<file path="config.mk">
export PLATFORM = sky130hd
export DESIGN_NAME = tcw_ctrl
export DESIGN_NICKNAME = d
export VERILOG_FILES = /design/src/sv/tcw_pkg.sv /design/src/sv/tcw_ctrl.sv
export SDC_FILE = /design/constraint.sdc
export NUM_CORES = 1
export LEC_CHECK = 0
export BUFFER_PORTS_ARGS = -buffer_cell sky130_fd_sc_hd__buf_2
export CORE_AREA = 8 8 45 47
export DETAILED_ROUTE_END_ITERATION = 10
export DIE_AREA = 0 0 53 55
export PLACE_DENSITY = 0.63
export SKIP_CTS_REPAIR_TIMING = 1
export SLEW_MARGIN = 20
export SYNTH_ARGS = -nofsm -noshare
export SYNTH_HDL_FRONTEND = slang
export SYNTH_SLANG_ARGS = --single-unit
</file>
<file path="constraint.sdc">
create_clock -name clk -period 1.7 [get_ports clk]
set_input_delay 0.085 -clock clk [delete_from_list [all_inputs] [get_ports clk]]
set_output_delay 0.085 -clock clk [all_outputs]
set_load 0.02 [all_outputs]
</file>
<file path="src/sv/tcw_pkg.sv">
// ----------------------------------------------------------------------------
// tcw_pkg: shared definitions for the text console writer
// Screen geometry, field widths, character codes, operation codes and the
// command and status types that join the controller to the datapath.
// ----------------------------------------------------------------------------
package tcw_pkg;

	// Screen geometry
	localparam int COLS     = 80;
	localparam int ROWS     = 25;
	localparam int CELLS    = COLS * ROWS;
	localparam int COPY_END = CELLS - COLS;

	// Internal widths follow the geometry
	localparam int ADDR_W = $clog2(CELLS);
	localparam int ROW_W  = $clog2(ROWS);
	localparam int COL_W  = $clog2(COLS);

	// Fixed field widths of the stream payload
	localparam int FUNC_W     = 2;
	localparam int CHAR_W     = 8;
	localparam int IDX_W      = 11;
	localparam int ENTRY_W    = 16;
	localparam int ROW_OUT_W  = 5;
	localparam int COL_OUT_W  = 7;
	localparam int COLOR_W    = 4;
	localparam int IN_DATA_W  = 24;
	localparam int OUT_DATA_W = 32;
	localparam int OUT_PAD_W  = OUT_DATA_W - ENTRY_W - ROW_OUT_W - COL_OUT_W;

	// Character codes
	localparam logic [CHAR_W-1:0] CH_NEWLINE   = 8'd10;
	localparam logic [CHAR_W-1:0] CH_BACKSPACE = 8'd8;
	localparam logic [CHAR_W-1:0] CH_SPACE     = 8'd32;

	// Colour reset values and the blank cell left by reset
	localparam logic [COLOR_W-1:0] FG_RESET = 4'hB;
	localparam logic [COLOR_W-1:0] BG_RESET = 4'h0;
	localparam logic [ENTRY_W-1:0] RESET_BLANK = {BG_RESET, FG_RESET, CH_SPACE};

	// Configuration register indexes
	localparam logic CFG_FG = 1'b0;
	localparam logic CFG_BG = 1'b1;

	// Operation codes carried on the input tuser
	typedef enum logic [FUNC_W-1:0] {
		FUNC_PUT   = 2'd0,
		FUNC_CLEAR = 2'd1,
		FUNC_READ  = 2'd2
	} func_t;

	// Datapath commands issued by the controller
	typedef enum logic [3:0] {
		DP_HOLD,
		DP_ACCEPT,
		DP_GLYPH,
		DP_NEWLINE,
		DP_BACKSPACE,
		DP_CLEAR,
		DP_READ,
		DP_TAKE,
		DP_SCROLL,
		DP_FILL,
		DP_INIT
	} dp_op_t;

	// Datapath status seen by the controller
	typedef struct packed {
		logic is_newline;
		logic is_backspace;
		logic col_zero;
		logic col_last;
		logic row_last;
		logic idx_ok;
		logic copy_end;
		logic fill_end;
	} dp_status_t;

endpackage

</file>
<file path="src/sv/tcw_ctrl.sv">
// ----------------------------------------------------------------------------
// tcw_ctrl: controller for the text console writer
// Decodes each input transaction into datapath commands, sequences the reset
// pass, clear, scroll and read, and owns the result valid flag.
// ----------------------------------------------------------------------------
module tcw_ctrl (
	input  logic                        clk,
	input  logic                        arst_n,
	input  logic                        s_tvalid,
	output logic                        s_tready,
	input  logic [tcw_pkg::FUNC_W-1:0]  func,
	output logic                        m_tvalid,
	input  logic                        m_tready,
	input  tcw_pkg::dp_status_t         status,
	output tcw_pkg::dp_op_t             op
);

	typedef enum logic [2:0] {
		ST_INIT,
		ST_IDLE,
		ST_READ,
		ST_SCROLL,
		ST_FILL
	} state_t;

	state_t state_q;
	state_t state_nxt;
	logic   out_valid_q;
	logic   accept;
	logic   done;

	// Take a transaction only when idle and the result slot is free or freeing
	assign s_tready = (state_q == ST_IDLE) && (!out_valid_q || m_tready);
	assign accept   = s_tvalid && s_tready;
	assign m_tvalid = out_valid_q;

	// Decode commands and next state
	always_comb begin
		op        = tcw_pkg::DP_HOLD;
		state_nxt = state_q;
		done      = 1'b0;
		unique case (state_q)
			ST_INIT: begin
				op = tcw_pkg::DP_INIT;
				if (status.fill_end) begin
					state_nxt = ST_IDLE;
				end
			end
			ST_IDLE: begin
				if (accept) begin
					case (tcw_pkg::func_t'(func))
						tcw_pkg::FUNC_PUT: begin
							priority if (status.is_newline) begin
								op = tcw_pkg::DP_NEWLINE;
								if (status.row_last) begin
									state_nxt = ST_SCROLL;
								end else begin
									done = 1'b1;
								end
							end else if (status.is_backspace) begin
								op   = tcw_pkg::DP_BACKSPACE;
								done = 1'b1;
							end else begin
								op = tcw_pkg::DP_GLYPH;
								if (status.col_last && status.row_last) begin
									state_nxt = ST_SCROLL;
								end else begin
									done = 1'b1;
								end
							end
						end
						tcw_pkg::FUNC_CLEAR: begin
							op        = tcw_pkg::DP_CLEAR;
							state_nxt = ST_FILL;
						end
						tcw_pkg::FUNC_READ: begin
							if (status.idx_ok) begin
								op        = tcw_pkg::DP_READ;
								state_nxt = ST_READ;
							end else begin
								op   = tcw_pkg::DP_ACCEPT;
								done = 1'b1;
							end
						end
						default: begin
							op   = tcw_pkg::DP_ACCEPT;
							done = 1'b1;
						end
					endcase
				end
			end
			ST_READ: begin
				op        = tcw_pkg::DP_TAKE;
				done      = 1'b1;
				state_nxt = ST_IDLE;
			end
			ST_SCROLL: begin
				op = tcw_pkg::DP_SCROLL;
				if (status.copy_end) begin
					state_nxt = ST_FILL;
				end
			end
			ST_FILL: begin
				op = tcw_pkg::DP_FILL;
				if (status.fill_end) begin
					done      = 1'b1;
					state_nxt = ST_IDLE;
				end
			end
			default: begin
				state_nxt = ST_IDLE;
			end
		endcase
	end

	// Hold state and the result valid flag
	always_ff @(posedge clk or negedge arst_n) begin
		if (!arst_n) begin
			state_q     <= ST_INIT;
			out_valid_q <= 1'b0;
		end else begin
			state_q <= state_nxt;
			if (done) begin
				out_valid_q <= 1'b1;
			end else if (m_tready) begin
				out_valid_q <= 1'b0;
			end
		end
	end

endmodule

</file>
==> summary.txt <==
Setup path
  • Critical Path AT: 1550 ps
  • Crit path max fanout: 11
  • Setup crit end kind: output port
  • Worst R2R Setup Slack: 270 ps
  • Worst Path Class, Setup: flip-flop to output port
  • CP required: 1620 ps
  • Crit Reg-Reg Startpoint: state_q[1]
  • R2R cell count: 3
  • Setup crit start kind: flip-flop
  • R2R Path End: state_q[0]

Synthesis
  • Synth cell types: 32
  • Mapped cell area: 472 um^2
  • Register area share after synthesis: 21.2%
  • Most common cell in the netlist: inv_1
  • Mean Syn Cell Area: 8.74 um^2
  • Commonest cells in the netlist: inv_1 (5), dfrtp_1 (4), ha_1 (4), o21ai_0 (4), nand2b_1 (3)
  • Top cell type's share of synthesized area: approximately a fifth
  • Synth warn: 0
  • Seq cells post-synth: 4
  • Leading area contributor after synthesis: dfrtp_1
  • Synth top area cells: dfrtp_1 (21%), ha_1 (11%), nor4_4 (4.5%), o21ai_0 (4.2%), inv_1 (4.0%)
  • Syn nets: 72
  • Ys async rst share: 100%
  • Number of flops mapped to enable cells by yosys: 0
  • Post-Syn Instances: 54
  • Ys flop type: dfrtp_1

Power
  • PD cells: 1150 mW/mm^2
  • Maximum vdd drop: 0.369 mV
  • Leakage power: 0.303 nW

Detailed routing
  • Routed WL per cell: about 12 um
  • WL final: ~1.1 mm
  • First DRT Iteration DRCs: 4
  • DR DRC count: 0
  • Detail Route Antenna Nets: 0
  • Vias/cell: 5.22
  • Pre-Repair DR Iteration Count: 4
  • DR vias: ~480

Floorplanning
  • Die area: 0.00292 mm^2
  • Die width: 53 um
  • Rows: 14
  • IO Count: 20
  • Die Ht: 55 um
  • Starting Density: 34.1%
  • Total core area: 0.00138 mm^2

Global route
  • Vias in the first global route: between 400 and 500
  • Largest net degree at the start of global routing: 12
  • Overflow after GRT: 0
  • Gr usage total: 7.87%
  • Initial antenna violation count: 0
  • First-pass GRT wire length: 1.79 mm

Place
  • Placed insts: 87
  • Detailed placement HPWL: 963 um
  • Global placer's final weighted congestion: 0.838
  • PortBufs: 18
  • Pre-CTS WS: roughly 24 ps

CTS
  • Clock transition at path regs: 30 ps
  • Clock Tree Root: clkbuf_4
  • Clock tree from TritonCTS: done
  • Clk sinks: 4
  • CTS buffer count: 3
  • Maximum clock insertion buffer count: 2
  • Clk Latency, worst-skew pair: 230 ps
  • H-tree levels: 1

STA
  • Slew @ Worst Pin: roughly 450 ps
  • Min Tclk post-route: 1630 ps
  • Unrepaired setup endpoints after global routing: false
  • Hold Fails Final Rpt: 0
  • Final Max Tran Viols: 0
  • Fmax: 0.612 GHz
  • # setup viols final: 0
  • Fin crit share: 96.1%
  • Clock skew: about 7.3 ps
  • Final worst slack: 65.8 ps
  • Slew margin rel.: 69.2%

Hold path
  • WHS Path Cells: 2
  • Hold Path Class: primary input to flip-flop
  • Hold wc startpoint: status[1]
  • Worst hold endpoint: state_q[1]

Cells and area
  • Non-Filler Instances: between 90 and 100
  • N_diodes: 0
  • P&R area growth vs syn: 29.7%
  • Nets@finish: 95
  • Layout cells sized above 1: 42.7%

Run status
  • Status: finished clean

Run
  • Total of max-cap violations: 0
[where the power goes]
part	internal (mW)	switching [mW]
Clock	0.0789	0.0379
Combinational	0.182	0.220
Sequential	0.127	0.0580
Total	0.388	0.316
[cells by family after synthesis]
group | synth area share [%]
AND/OR/NAND/NOR | 32.4
AO/OA/AOI/OAI | 23.6
buffers and inverters | 10.3
adder cells (fa/ha/maj) | 10.6
flip-flops | 21.2
XOR/XNOR | 1.86
[sequential cells by signal, indices dropped and copies added (netlist names)]
name / count
state_q: 3
m_tvalid: 1
[area by class of cell]
| type | count | area, um^2 |
|---|---|---|
| fillers | 136 | 772 |
| multi-input cells | 42 | 330 |
| repair buffers | 20 | 114 |
| flip-flops and latches | 4 | 103 |
| clock buffers | 3 | 22.5 |
| inverters | 6 | 22.5 |
| well taps | 16 | 20.0 |
[worst max-delay path: stages (launching register included)]
cell     delay [ps]
dfrtp_2         480
or4_4           560
a21oi_2         150
buf_6           130
[metrics by stage]
step                      total power, mW  cell area, um^2  util (%)  setup TNS, ps  hold slack [ps]
after floorplan                     0.473              472         -              0             -211
after global placement              0.565              563      40.7              0             -110
after detailed placement            0.565              563      40.7              0             -103
after CTS                           0.687              586      42.3          -76.6             -353
after global routing                0.759              612      44.2              0             85.2
final                               0.705              612      44.2              0             81.5
[worst max path at each step]
stage,endpoint,start
after floorplan,op[1],m_tvalid
after global placement,state_q[0],func[0]
after detailed placement,state_q[0],func[0]
after CTS,op[1],m_tvalid
after global routing,op[0],state_q[1]
final,op[1],state_q[1]
[layer usage]
layer / global-route usage [%] / part of all wire (%)
met1: 7.91 / 41
met2: 14.5 / 51
met3: 3.21 / 8.2
met4: 2.59 / 0
met5: 0 / 0
[layout by cell type (no fill, tap or decap), types with 2 or more instances in the layout]
cell type	synthesis	final
inv_1	5	5
and2b_2	2	2
nand3_1	2	2
o21ai_0	4	4
nand2b_1	3	3
nor4_1	2	2
clkbuf_4	0	3
a221oi_1	2	2
dfrtp_2	0	2
buf_2	0	17
nor2_1	2	2
dfrtp_1	4	2
nand2_1	2	2
ha_1	4	4
(Power assumes the default switching activity.)
